==> config.mk <==
export PLATFORM = sky130hd
export DESIGN_NAME = int_to_ascii_formatter
export DESIGN_NICKNAME = d
export VERILOG_FILES = /design/src/rtl/core/itaf_pkg.sv /design/src/rtl/core/itaf_front.sv /design/src/rtl/core/itaf_back.sv /design/src/rtl/core/int_to_ascii_formatter.sv
export SDC_FILE = /design/constraint.sdc
export NUM_CORES = 1
export LEC_CHECK = 0
export BUFFER_PORTS_ARGS = -buffer_cell sky130_fd_sc_hd__buf_4
export CORE_MARGIN = 10
export CORE_UTILIZATION = 46
export DETAILED_ROUTE_END_ITERATION = 10
export SLEW_MARGIN = 15
export SYNTH_ARGS = -nofsm -noshare
export SYNTH_HDL_FRONTEND = slang
export SYNTH_HIERARCHICAL = 1
export SYNTH_SLANG_ARGS = --single-unit
==> constraint.sdc <==
create_clock -name clk_i -period 14.2 [get_ports clk_i]
set_input_delay 2.84 -clock clk_i [delete_from_list [all_inputs] [get_ports clk_i]]
set_output_delay 2.84 -clock clk_i [all_outputs]
set_load 0.05 [all_outputs]
==> src/rtl/core/itaf_pkg.sv <==
// Shared types, constants and helpers of the integer to ASCII formatter.
`timescale 1ns / 1ps
package itaf_pkg;

  localparam int unsigned MAX_CHARS_DEF = 30;

  localparam logic [7:0] CH_ZERO  = 8'h30;
  localparam logic [7:0] CH_DOT   = 8'h2e;
  localparam logic [7:0] CH_MINUS = 8'h2d;

  // Register indexes of the configuration port
  typedef enum logic [1:0] {
    REG_RADIX = 2'd0,
    REG_FRAC  = 2'd1,
    REG_WIDTH = 2'd2,
    REG_FILL  = 2'd3
  } reg_idx_e;

  // Classified item handed from front to back
  typedef struct packed {
    logic        neg;
    logic [31:0] mag;
  } item_t;

  // Active configuration seen by the back end
  typedef struct packed {
    logic [4:0] radix;
    logic [4:0] frac;
    logic [4:0] min_width;
    logic [7:0] fill;
  } cfg_t;

  function automatic logic [7:0] digit_char(input logic [3:0] d);
    logic [7:0] c;
    if (d < 4'd10) c = CH_ZERO + {4'd0, d};
    else           c = 8'h57 + {4'd0, d};
    return c;
  endfunction

endpackage

==> src/rtl/core/itaf_front.sv <==
// Front end: accepts values, splits sign and magnitude, queues them.
`timescale 1ns / 1ps
module itaf_front (
  input  logic                clk_i,
  input  logic                rst_ni,
  input  logic                push,
  output logic                full,
  input  logic [31:0]         value_i,
  output logic                item_valid_o,
  input  logic                item_ready_i,
  output itaf_pkg::item_t     item_o
);
  import itaf_pkg::*;

  item_t      mem_q [2];
  logic       wr_ptr_q, rd_ptr_q;
  logic [1:0] cnt_q;
  logic       do_wr, do_rd;
  item_t      cls;

  // Sign and unsigned magnitude; the most negative value wraps correctly
  always_comb begin
    cls.neg = value_i[31];
    cls.mag = value_i[31] ? (32'd0 - value_i) : value_i;
  end

  assign full         = (cnt_q == 2'd2);
  assign item_valid_o = (cnt_q != 2'd0);
  assign item_o       = mem_q[rd_ptr_q];
  assign do_wr        = push && !full;
  assign do_rd        = item_valid_o && item_ready_i;

  always_ff @(posedge clk_i) begin
    if (do_wr) begin
      mem_q[wr_ptr_q] <= cls;
    end
  end

  // Queue pointers
  always_ff @(posedge clk_i or negedge rst_ni) begin
    if (!rst_ni) begin
      wr_ptr_q <= 1'b0;
      rd_ptr_q <= 1'b0;
      cnt_q    <= 2'd0;
    end else begin
      if (do_wr) wr_ptr_q <= ~wr_ptr_q;
      if (do_rd) rd_ptr_q <= ~rd_ptr_q;
      cnt_q <= cnt_q + {1'b0, do_wr} - {1'b0, do_rd};
    end
  end

endmodule

==> src/rtl/core/itaf_back.sv <==
// Back end: digit generation by repeated division, string build, emission.
`timescale 1ns / 1ps
module itaf_back #(
  parameter int unsigned MAX_CHARS = itaf_pkg::MAX_CHARS_DEF
) (
  input  logic                clk_i,
  input  logic                rst_ni,
  input  itaf_pkg::cfg_t      cfg_i,
  input  logic                item_valid_i,
  output logic                item_ready_o,
  input  itaf_pkg::item_t     item_i,
  output logic                empty,
  input  logic                pop,
  output logic [7:0]          char_code_o,
  output logic                last_char_o,
  output logic                truncated_o
);
  import itaf_pkg::*;

  localparam int unsigned IW = $clog2(MAX_CHARS);
  localparam int unsigned NW = $clog2(MAX_CHARS + 40);

  typedef enum logic [8:0] {
    S_IDLE = 9'b000000001,
    S_DIV  = 9'b000000010,
    S_PUSH = 9'b000000100,
    S_POST = 9'b000001000,
    S_ZPAD = 9'b000010000,
    S_ZERO = 9'b000100000,
    S_SIGN = 9'b001000000,
    S_FILL = 9'b010000000,
    S_EMIT = 9'b100000000
  } state_e;

  state_e        state_q, state_d;
  logic [31:0]   mag_q, mag_d;
  logic [3:0]    rem_q, rem_d;
  logic [1:0]    step_q, step_d;
  logic          neg_q, neg_d;
  logic [NW-1:0] n_q, n_d;
  logic [IW-1:0] idx_q, idx_d;
  logic          trunc_q, trunc_d;
  logic          outv_q;
  logic [7:0]    out_char_q;
  logic          out_last_q, out_trunc_q;
  logic [7:0]    buf_q [MAX_CHARS];
  logic          wr_en;
  logic [7:0]    wr_char;
  logic [NW-1:0] wr_idx;
  logic          load_out;
  logic [31:0]   dm;
  logic [3:0]    dr;
  logic [4:0]    dt;
  logic [NW-1:0] frac_n, width_n, max_n, cnt;

  assign frac_n  = NW'(cfg_i.frac);
  assign width_n = NW'(cfg_i.min_width);
  assign max_n   = NW'(MAX_CHARS);
  assign cnt     = (n_q > max_n) ? max_n : n_q;

  // Eight restoring division steps per cycle on the shifting dividend
  always_comb begin
    dm = mag_q;
    dr = rem_q;
    dt = 5'd0;
    for (int i = 0; i < 8; i++) begin
      dt = {dr, dm[31]};
      if (dt >= cfg_i.radix) begin
        dt = dt - cfg_i.radix;
        dm = {dm[30:0], 1'b1};
      end else begin
        dm = {dm[30:0], 1'b0};
      end
      dr = dt[3:0];
    end
  end

  assign item_ready_o = (state_q == S_IDLE);
  assign load_out     = (state_q == S_EMIT) && (!outv_q || pop);
  // A zero value writes its digit while the count is still that of the last string
  assign wr_idx       = (state_q == S_IDLE) ? '0 : n_q;

  // Sequencer
  always_comb begin
    state_d = state_q;
    mag_d   = mag_q;
    rem_d   = rem_q;
    step_d  = step_q;
    neg_d   = neg_q;
    n_d     = n_q;
    idx_d   = idx_q;
    trunc_d = trunc_q;
    wr_en   = 1'b0;
    wr_char = CH_ZERO;
    unique case (state_q)
      S_IDLE: begin
        if (item_valid_i) begin
          neg_d  = item_i.neg;
          mag_d  = item_i.mag;
          rem_d  = 4'd0;
          step_d = 2'd0;
          if (item_i.mag == 32'd0) begin
            wr_en   = 1'b1;
            n_d     = NW'(1);
            state_d = S_POST;
          end else begin
            n_d     = '0;
            state_d = S_DIV;
          end
        end
      end
      S_DIV: begin
        mag_d  = dm;
        rem_d  = dr;
        step_d = step_q + 2'd1;
        if (step_q == 2'd3) state_d = S_PUSH;
      end
      S_PUSH: begin
        wr_en = 1'b1;
        n_d   = n_q + NW'(1);
        if (cfg_i.frac != 5'd0 && n_q == frac_n) begin
          wr_char = CH_DOT;
        end else begin
          wr_char = digit_char(rem_q);
          rem_d   = 4'd0;
          step_d  = 2'd0;
          state_d = (mag_q == 32'd0) ? S_POST : S_DIV;
        end
      end
      S_POST: begin
        state_d = (n_q <= frac_n) ? S_ZPAD : S_SIGN;
      end
      S_ZPAD: begin
        wr_en = 1'b1;
        n_d   = n_q + NW'(1);
        if (n_q < frac_n) begin
          wr_char = CH_ZERO;
        end else begin
          wr_char = CH_DOT;
          state_d = S_ZERO;
        end
      end
      S_ZERO: begin
        wr_en   = 1'b1;
        n_d     = n_q + NW'(1);
        state_d = S_SIGN;
      end
      S_SIGN: begin
        if (neg_q) begin
          wr_en   = 1'b1;
          wr_char = CH_MINUS;
          n_d     = n_q + NW'(1);
        end
        state_d = S_FILL;
      end
      S_FILL: begin
        if (n_q < width_n) begin
          wr_en   = 1'b1;
          wr_char = cfg_i.fill;
          n_d     = n_q + NW'(1);
        end else begin
          trunc_d = (n_q > max_n);
          idx_d   = IW'(cnt - NW'(1));
          state_d = S_EMIT;
        end
      end
      S_EMIT: begin
        if (load_out) begin
          if (idx_q == '0) state_d = S_IDLE;
          else             idx_d   = idx_q - IW'(1);
        end
      end
      default: state_d = S_IDLE;
    endcase
  end

  // Character buffer, least significant first; only the kept tail is stored
  always_ff @(posedge clk_i) begin
    if (wr_en && wr_idx < max_n) begin
      buf_q[wr_idx[IW-1:0]] <= wr_char;
    end
  end

  always_ff @(posedge clk_i) begin
    mag_q   <= mag_d;
    rem_q   <= rem_d;
    step_q  <= step_d;
    neg_q   <= neg_d;
    n_q     <= n_d;
    idx_q   <= idx_d;
    trunc_q <= trunc_d;
    if (load_out) begin
      out_char_q  <= buf_q[idx_q];
      out_last_q  <= (idx_q == '0);
      out_trunc_q <= trunc_q;
    end
  end

  // Control state and output register valid
  always_ff @(posedge clk_i or negedge rst_ni) begin
    if (!rst_ni) begin
      state_q <= S_IDLE;
      outv_q  <= 1'b0;
    end else begin
      state_q <= state_d;
      if (load_out)  outv_q <= 1'b1;
      else if (pop)  outv_q <= 1'b0;
    end
  end

  assign empty       = !outv_q;
  assign char_code_o = out_char_q;
  assign last_char_o = out_last_q;
  assign truncated_o = out_trunc_q;

endmodule

==> src/rtl/core/int_to_ascii_formatter.sv <==
// Top level of the signed integer to ASCII formatter.
//
//  channel | ports                                   | transaction when
//  input   | push, full, value_i                     | push && !full
//  result  | empty, pop, char_code_o, last_char_o,   | pop && !empty
//          | truncated_o                             |
//  config  | cfg_we_i, cfg_idx_i, cfg_data_i         | cfg_we_i
//
// Each digit comes from passes of the 8-step divider, then a push; the
// extra characters (point, zeros, sign, fill) follow, then the string is
// emitted one character per cycle while the result side keeps popping.
// A two-entry queue holds values meanwhile.
// Reset returns the registers to radix 10, no point, no width, space fill.
// Either side may stall at any time without loss.
`timescale 1ns / 1ps
module int_to_ascii_formatter #(
  parameter int unsigned MAX_CHARS = itaf_pkg::MAX_CHARS_DEF
) (
  input  logic        clk_i,
  input  logic        rst_ni,
  input  logic        cfg_we_i,
  input  logic [1:0]  cfg_idx_i,
  input  logic [7:0]  cfg_data_i,
  input  logic        push,
  output logic        full,
  input  logic [31:0] value_i,
  output logic        empty,
  input  logic        pop,
  output logic [7:0]  char_code_o,
  output logic        last_char_o,
  output logic        truncated_o
);
  import itaf_pkg::*;

  logic [4:0] radix_q, frac_q, width_q;
  logic [7:0] fill_q;
  cfg_t       cfg;
  item_t      item;
  logic       item_valid, item_ready;

  // Configuration registers
  always_ff @(posedge clk_i or negedge rst_ni) begin
    if (!rst_ni) begin
      radix_q <= 5'd10;
      frac_q  <= 5'd0;
      width_q <= 5'd0;
      fill_q  <= 8'd32;
    end else if (cfg_we_i) begin
      case (reg_idx_e'(cfg_idx_i))
        REG_RADIX: radix_q <= cfg_data_i[4:0];
        REG_FRAC:  frac_q  <= cfg_data_i[4:0];
        REG_WIDTH: width_q <= cfg_data_i[4:0];
        REG_FILL:  fill_q  <= cfg_data_i;
        default: ;
      endcase
    end
  end

  // Radix clamped to 2..16
  always_comb begin
    cfg.radix     = (radix_q < 5'd2) ? 5'd2 : ((radix_q > 5'd16) ? 5'd16 : radix_q);
    cfg.frac      = frac_q;
    cfg.min_width = width_q;
    cfg.fill      = fill_q;
  end

  itaf_front u_front (
    .clk_i        (clk_i),
    .rst_ni       (rst_ni),
    .push         (push),
    .full         (full),
    .value_i      (value_i),
    .item_valid_o (item_valid),
    .item_ready_i (item_ready),
    .item_o       (item)
  );

  itaf_back #(
    .MAX_CHARS (MAX_CHARS)
  ) u_back (
    .clk_i        (clk_i),
    .rst_ni       (rst_ni),
    .cfg_i        (cfg),
    .item_valid_i (item_valid),
    .item_ready_o (item_ready),
    .item_i       (item),
    .empty        (empty),
    .pop          (pop),
    .char_code_o  (char_code_o),
    .last_char_o  (last_char_o),
    .truncated_o  (truncated_o)
  );

endmodule

Word level (Yosys, flattened, before mapping)
Memory sizes are Yosys's and may differ from the RTL's. A register that Yosys moved wholly into a read port is not among the register bits.
Index checks and enable logic that the tools add are counted.
- add/sub/neg operators: 17
- magnitude comparators: 16
- equal/unequal tests: 25
- mux-type cells: 66
- bitwise operators: 3
- reduce and logical (&&, ||, !) cells: 31
- operators by type and width (operator ; count):
    9-bit one-hot mux with 9 select lines ; 1
    32-bit zero test ; 2
    32-bit 2-to-1 mux ; 2
    32-bit one-hot mux with 2 select lines ; 1
    9-bit 2-to-1 mux ; 7
    4-bit 2-to-1 mux ; 12
    5-bit greater-or-equal comparator ; 8
    5-bit 2-to-1 mux ; 8
    7-bit 2-to-1 mux ; 5
    8-bit one-hot mux with 4 select lines ; 1
    1-bit by 32-bit subtractor with 32-bit output, first input constant ; 1
    4-bit subtractor ; 8
    7-bit one-hot mux with 4 select lines ; 1
    8-bit 2-to-1 mux ; 3
    1-bit 2-to-1 mux ; 19
    7-bit by 5-bit < comparator with 1-bit output ; 2
    2-bit AND reduction ; 7
    4-bit one-hot mux with 3 select lines ; 1
    2-bit by 1-bit != test with 1-bit output, second input constant ; 5
    2-bit != test, second input constant ; 5
    5-bit one-hot mux with 2 select lines ; 1
    5-bit by 1-bit subtractor with 5-bit output, second input constant ; 2
    9-bit by 1-bit == test with 1-bit output, second input constant ; 1
    9-bit by 2-bit == test with 1-bit output, second input constant ; 1
    39 further kinds ; 54
- register bits: 91
- memory bits (writable): 306
- bits of input ports: 47
- output and inout bits: 12
- logic and storage cells: 178
- memories: 2
- memory list (name ; depth ; bits a word ; read ports ; clocked after Yosys merged registers in ; write ports ; line ; source):
    u_back.buf_q ; 30 ; 8 ; 1 ; 1 ; 1 ; itaf_back.sv:46 ; logic [7:0] buf_q [MAX_CHARS];
    u_front.mem_q ; 2 ; 33 ; 1 ; 0 ; 1 ; itaf_front.sv:15 ; item_t mem_q [2];

Longest topological paths before layout
Gate-level depths: netlist (run 1).
- depth in word-level cells: 20
- depth in mapped cells: 50
- mapped depth without buffers: 50

Hierarchy
Netlist (run 1), hierarchy kept.
- by module, submodules not included (module ; times used ; cells an instance ; area each (µm²) ; sequential area each (µm²)):
    itaf_back ; 1 ; 955 ; 14959.3 ; 9320.2
    itaf_front ; 1 ; 218 ; 3333.2 ; 2082.0
    int_to_ascii_formatter ; 1 ; 57 ; 924.6 ; 579.3

Worst setup path after synthesis (run 1)
No wires, ideal clock.
- kind: register to register
- from: register radix_q[1]
- to: register u_back.rem_q[1] (data pin)
- library setup time: 265 ps
- data arrival time: 11409 ps
- data required time: 13935 ps
- setup slack: 2526 ps
- stages on the path, launching flop included: 46
- buffers on the path: 0
- period minus slack after synthesis: 11674 ps
- cell sequence: dfstp_2 > o21ba_2 > nor2_1 > inv_1 > ha_1 > a31oi_1 > o21ai_0 > mux2_2 > ha_1 > nand3_1 > nand2_1 > a211o_1 > nor3_1 > nor2_1 > ha_1 > a211oi_1 > o21ai_0 > o21bai_1 > [10 not listed] > nand2b_1 > mux2i_1 > ha_1 > a21o_1 > a31oi_1 > o21ai_1 > mux2_2 > ha_1 > nand2_1 > o21ai_1 > mux2i_1 > ha_1 > nor2b_1 > o21ai_0 > a31oi_1 > a211oi_1 > mux2i_1 > nor2_1
- RTL lines (element ; line ; source):
    start: declaration ; int_to_ascii_formatter.sv:35 ; logic [4:0] radix_q, frac_q, width_q;
    start signal: assignment ; int_to_ascii_formatter.sv:50 ; REG_RADIX: radix_q <= cfg_data_i[4:0];
    end signal: assignment ; itaf_back.sv:186 ; rem_q <= rem_d;
    end: declaration ; itaf_back.sv:37 ; logic [3:0] rem_q, rem_d;

==> impl_metrics.json, run 1 <==
{
  "syn_area_per_cell_um2": 15.62,
  "routed_wirelength_mm": 42.28,
  "grt_pass1_wl_mm": 65.54,
  "drc": 0,
  "max_freq_ghz": 0.07842,
  "coreArea_um2": 41110,
  "dp_slack_ns": 1.485,
  "cts_root_buffer": "clkbuf_16",
  "fin_crit_ns": 12.75,
  "diodes": 0,
  "die_area_um2": 50350,
  "clock_sinks": 405,
  "yosys_warnings": 6,
  "antenna_left": 0,
  "rsz0062_at_grt": "false",
  "slew_viol_final": 0,
  "antenna_found_initial": 0,
  "nets": 1424,
  "cts_hold_buf": 0,
  "drtIter0Drc": 846,
  "ys_ff_latch": 405,
  "tightest_slew_ns": 1.122,
  "place_hpwl_mm": 28.40,
  "final_cell_mix": "edfxtp_1 (368), mux2_2 (113), buf_4 (75)",
  "gp_congestion": 0.8155,
  "clock_path_buffers": 3,
  "clk_pin_slew_worst_paths_ns": 0.06,
  "slowest_stage": "a211oi_1",
  "yosys.area.top_type_share_pct": 57.50,
  "grt_max_degree": 46,
  "start_util_pct": 46.75,
  "path_class": "reg -> reg",
  "slowest_delay_ns": 0.75,
  "insertion_delay_ns": 0.57,
  "skew_ns": 0.02997,
  "finalSetupTns_ns": 0,
  "rows": 74,
  "cts_setup_buffers": 0,
  "chipWidth_um": 224.4,
  "ys.flop_type": "edfxtp_1",
  "overflow": 0,
  "hold_viol_final": 0,
  "synth_area_um2": 19220,
  "via_per_inst": 5.760,
  "cp-start-kind": "register",
  "slew_headroom_pct": 25.19,
  "io_pins": 59,
  "synth-edff-count": 368,
  "worstPathMaxFanout": 10,
  "cts_tree": "built",
  "area_growth_pct": 13.15,
  "synth_area_leaders": "edfxtp_1 (58%), mux4_2 (8.4%), mux2_2 (6.6%)",
  "dieHeight_um": 224.4,
  "crit_arrival_ns": 13.05,
  "cts-resized-gates": 0,
  "critPathRequiredTime_ns": 14.50,
  "cp-end-kind": "register",
  "final_common_cell": "edfxtp_1",
  "first_pass_iters": 5,
  "yosys.area.top_type": "edfxtp_1",
  "track_usage_pct": 16.85,
  "wl_per_cell_um": 22.54,
  "cts-buffers-inserted": 44,
  "synth_fp_nets": 1342,
  "n_fill_cell": 3387,
  "finalSetupViolations": 0,
  "drive_gt1_share_pct": 27.08,
  "synthDistinctLibCells": 75,
  "setup_ws_ns": 1.449,
  "h-tree-depth": 2,
  "cpMostUsedCell": "ha_1",
  "synthArstFlopShare_pct": 9.136,
  "grt_pass1_vias": 11240,
  "status": "completed",
  "vias": 10810,
  "timing.final.crit_share_pct": 89.80,
  "cap_viol_max_count": 0,
  "io_buffers": 58,
  "hp-class": "reg -> reg",
  "synthCells": 1230,
  "seq_area_frac_synth_pct": 62.35
}
-- Yosys cell counts, types with 9 or more instances --
cell,n
edfxtp_1,368
mux2_2,113
nor2_1,74
mux4_2,72
ha_1,57
inv_1,55
xnor2_1,50
nand2_1,43
o21ai_0,37
dfrtp_1,33
a21oi_1,25
clkbuf_1,25
nor4_1,23
nor3_1,16
nand3_1,15
a21o_1,13
nand2b_1,12
o31ai_1,12
nor2b_1,10
o41ai_1,9
-- critical path: cells and delay by family (launching register included) --
| kind | cells | cell delay (ns) |
|---|---|---|
| compound gates | 19 | 4.84 |
| mux | 8 | 2.87 |
| fa+ha+maj | 8 | 2.60 |
| simple gates | 7 | 1.00 |
| buf+inv | 4 | 0.64 |
| flops | 1 | 0.54 |
-- path summary, 6_finish.rpt --
path                       depth (start not counted)               end  startpoint  slack [ns]
max                                               46   u_back/rem_q[1]  radix_q[1]        1.45
min in group asynchronous                          1        width_q[2]      rst_ni        2.24
max in group asynchronous                          1  u_front/cnt_q[0]      rst_ni       11.58
min reg2reg                                        1         fill_q[7]   fill_q[7]        0.51
max reg2reg                                       46   u_back/rem_q[1]  radix_q[1]        1.45
min                                                1         fill_q[7]   fill_q[7]        0.51
-- flip-flops by register name, summed over array words and instances, names as in the netlist, 2 cells and up --
| register | flops |
|---|---|
| u_front/cnt_q | 2 |
| u_back/idx_q | 5 |
| u_back/state_q | 9 |
| u_back/char_code_o | 8 |
| u_back/mag_q | 32 |
| u_back/rem_q | 4 |
| frac_q | 5 |
| fill_q | 8 |
| radix_q | 5 |
| width_q | 5 |
| u_back/n_q | 7 |
| u_back/step_q | 2 |
| u_back/buf_q | 240 |
| u_front/mem_q | 66 |
-- cell families (layout without fill, tap and decap cells) --
logic type | Yosys count | after routing | share of synthesized area, %
flops | 405 | 405 | 62.35
compound gates | 151 | 151 | 5.404
buf+inv | 94 | 208 | 1.940
mux | 193 | 193 | 15.48
fa+ha+maj | 65 | 65 | 4.545
simple gates | 265 | 265 | 7.689
xor+xnor | 57 | 57 | 2.598
-- layout make-up --
cell class	instances	area, µm²	share of cell area (%)
Clock buffer	55	1142	5.253
Clock inverter	23	291.5	1.341
Inverter	55	206.4	0.9494
Multi-Input combinational cell	731	6894	31.70
Sequential cell	405	11980	55.10
Tap cell	532	665.6	3.061
Timing Repair Buffer	75	563.0	2.589
-- per-stage QoR --
stage | util, % | hold slack [ns] | cells | instance area [µm²]
6_report | 52.89 | 0.5051 | 1876 | 21740
5_1_grt | 52.89 | 0.5225 | 1876 | 21740
4_1_cts | 52.87 | 0.5075 | 1876 | 21730
3_5_place_dp | 49.38 | 0.4938 | 1798 | 20300
3_3_place_gp | 49.38 | 0.4827 | 1798 | 20300
2_1_floorplan | - | 0.4003 | 1230 | 19220
-- metal layers --
metal  up-vias  GRT usage [%]  share of wire (%)
met3        65          2.615                4.2
li1       5012              -                  -
met2       223          29.24                 51
met1      5505          21.28                 43
met4         0          5.528                2.5
met5         -              0                  0
Power of run 1 is not shown: default switching activity piles up to over one toggle a cycle in this logic, so the estimate is an artifact.
==> run 2, diff against run 1 <==
==> constraint.sdc (replaced) <==
create_clock -name clk_i -period 14.2 [get_ports clk_i]
set_input_delay 0 -clock clk_i [delete_from_list [all_inputs] [get_ports clk_i]]
set_output_delay 0 -clock clk_i [all_outputs]
set_load 0.05 [all_outputs]
==> impl_metrics.json, run 2 (same netlist as run 1, synthesis figures left out) <==
{
  "antenna_found_initial": 1,
  "cts_hold_buf": 62,
  "place_inst": 1798,
  "grt_max_degree": 46,
  "crit_end": "u_back/rem_q[1]",
  "cts_root_buffer": "clkbuf_16",
  "first_pass_iters": 5,
  "clk_pin_slew_worst_paths_ns": 0.06,
  "grt_pass1_wl_mm": 66.98,
  "io_pins": 59,
  "gp_congestion": 0.8155,
  "cp-end-kind": "register",
  "h-tree-depth": 2,
  "dieHeight_um": 224.4,
  "wl_per_cell_um": 22.19,
  "insertion_delay_ns": 0.57,
  "final_common_cell": "edfxtp_1",
  "chipWidth_um": 224.4,
  "finalSetupViolations": 0,
  "fin_crit_ns": 12.70,
  "cp.depth": 46,
  "drc": 0,
  "worstPathMaxFanout": 10,
  "critPathRequiredTime_ns": 14.50,
  "cpMostUsedCell": "ha_1",
  "start_util_pct": 46.75,
  "cpLargestDelayFamily": "compound AO/OA/AOI/OAI gates",
  "cts_tree": "built",
  "hp-class": "in -> reg",
  "timing.final.crit_share_pct": 89.45,
  "clock_sinks": 405,
  "overflow": 0,
  "coreArea_um2": 41110,
  "area_growth_pct": 16.45,
  "place_hpwl_mm": 28.40,
  "finalSetupTns_ns": 0,
  "n_fill_cell": 3333,
  "cts_setup_buffers": 0,
  "hold_viol_final": 0,
  "cts-buffers-inserted": 44,
  "path_class": "reg -> reg",
  "r2r_end": "u_back/rem_q[1]",
  "max_freq_ghz": 0.07873,
  "vias": 11070,
  "timing.rr.start": "radix_q[1]",
  "tightest_slew_ns": 1.138,
  "slowest_stage": "a211oi_1",
  "nets": 1486,
  "rows": 74,
  "grt_pass1_vias": 11560,
  "clock_path_buffers": 3,
  "slowest_delay_ns": 0.75,
  "antenna_left": 0,
  "cts-resized-gates": 0,
  "rsz0062_at_grt": "false",
  "rrSetupSlack_ns": 1.50,
  "final_cell_mix": "edfxtp_1 (368), mux2_2 (113), buf_4 (75)",
  "slew_viol_final": 0,
  "crit_arrival_ns": 13.00,
  "drive_gt1_share_pct": 25.96,
  "status": "completed",
  "drtIter0Drc": 855,
  "reg2reg_depth": 46,
  "via_per_inst": 5.707,
  "largest_reg_flops": 240,
  "io_buffers": 58,
  "cp-start-kind": "register",
  "slew_headroom_pct": 24.14,
  "track_usage_pct": 17.22,
  "cap_viol_max_count": 0,
  "skew_ns": 0.02697,
  "layoutNonFillerInstCount": 1939,
  "die_area_um2": 50350,
  "routed_wirelength_mm": 43.04,
  "crit_start": "radix_q[1]",
  "crit_buf_inv": 4
}
==> run 2: routing by layer <==
| metal | part of all wire (%) | routed length, µm | global-route usage [%] |
|---|---|---|---|
| met2 | 51 | 21920 | 30.09 |
| met5 | 0 | 0 | 0 |
| met4 | 2.4 | 1050 | 5.637 |
| met3 | 4.0 | 1719 | 2.668 |
| met1 | 43 | 18350 | 21.55 |
==> run 2: cell type report <==
cell class,count,area [µm²],share of cell area [%]
well taps,532,665.6,2.975
repair buffers,137,1194,5.334
multi-input cells,731,6894,30.81
clock buffers,55,1142,5.105
flip-flops and latches,405,11980,53.54
inverters,55,206.4,0.9226
clock inverters,23,291.5,1.303
diodes,1,2.502,0.01118
==> run 2: through the flow <==
stage	setup slack (ns)	hold WS, ns	instance area (µm²)	util [%]
after floorplan	2.526	-0.2956	19220	-
after global placement	1.916	0.008534	20300	49.38
after detailed placement	1.485	0.008079	20300	49.38
after CTS	1.492	0.1837	22370	54.40
after global routing	0.2353	0.1974	22380	54.43
final	1.498	0.2085	22380	54.43
==> run 2: worst min-delay path by stage <==
stage / from / endpoint / slack [ns] / depth (start not counted)
final: value_i[0] / u_front/mem_q[1][0] / 0.21 / 2
after global routing: value_i[0] / u_front/mem_q[1][0] / 0.20 / 2
after CTS: value_i[0] / u_front/mem_q[1][0] / 0.18 / 2
after detailed placement: rst_ni / frac_q[0] / 0.008 / 1
after global placement: rst_ni / width_q[2] / 0.009 / 1
after floorplan: rst_ni / fill_q[0] / -0.30 / 0
Power of run 2 is left out for the same reason.
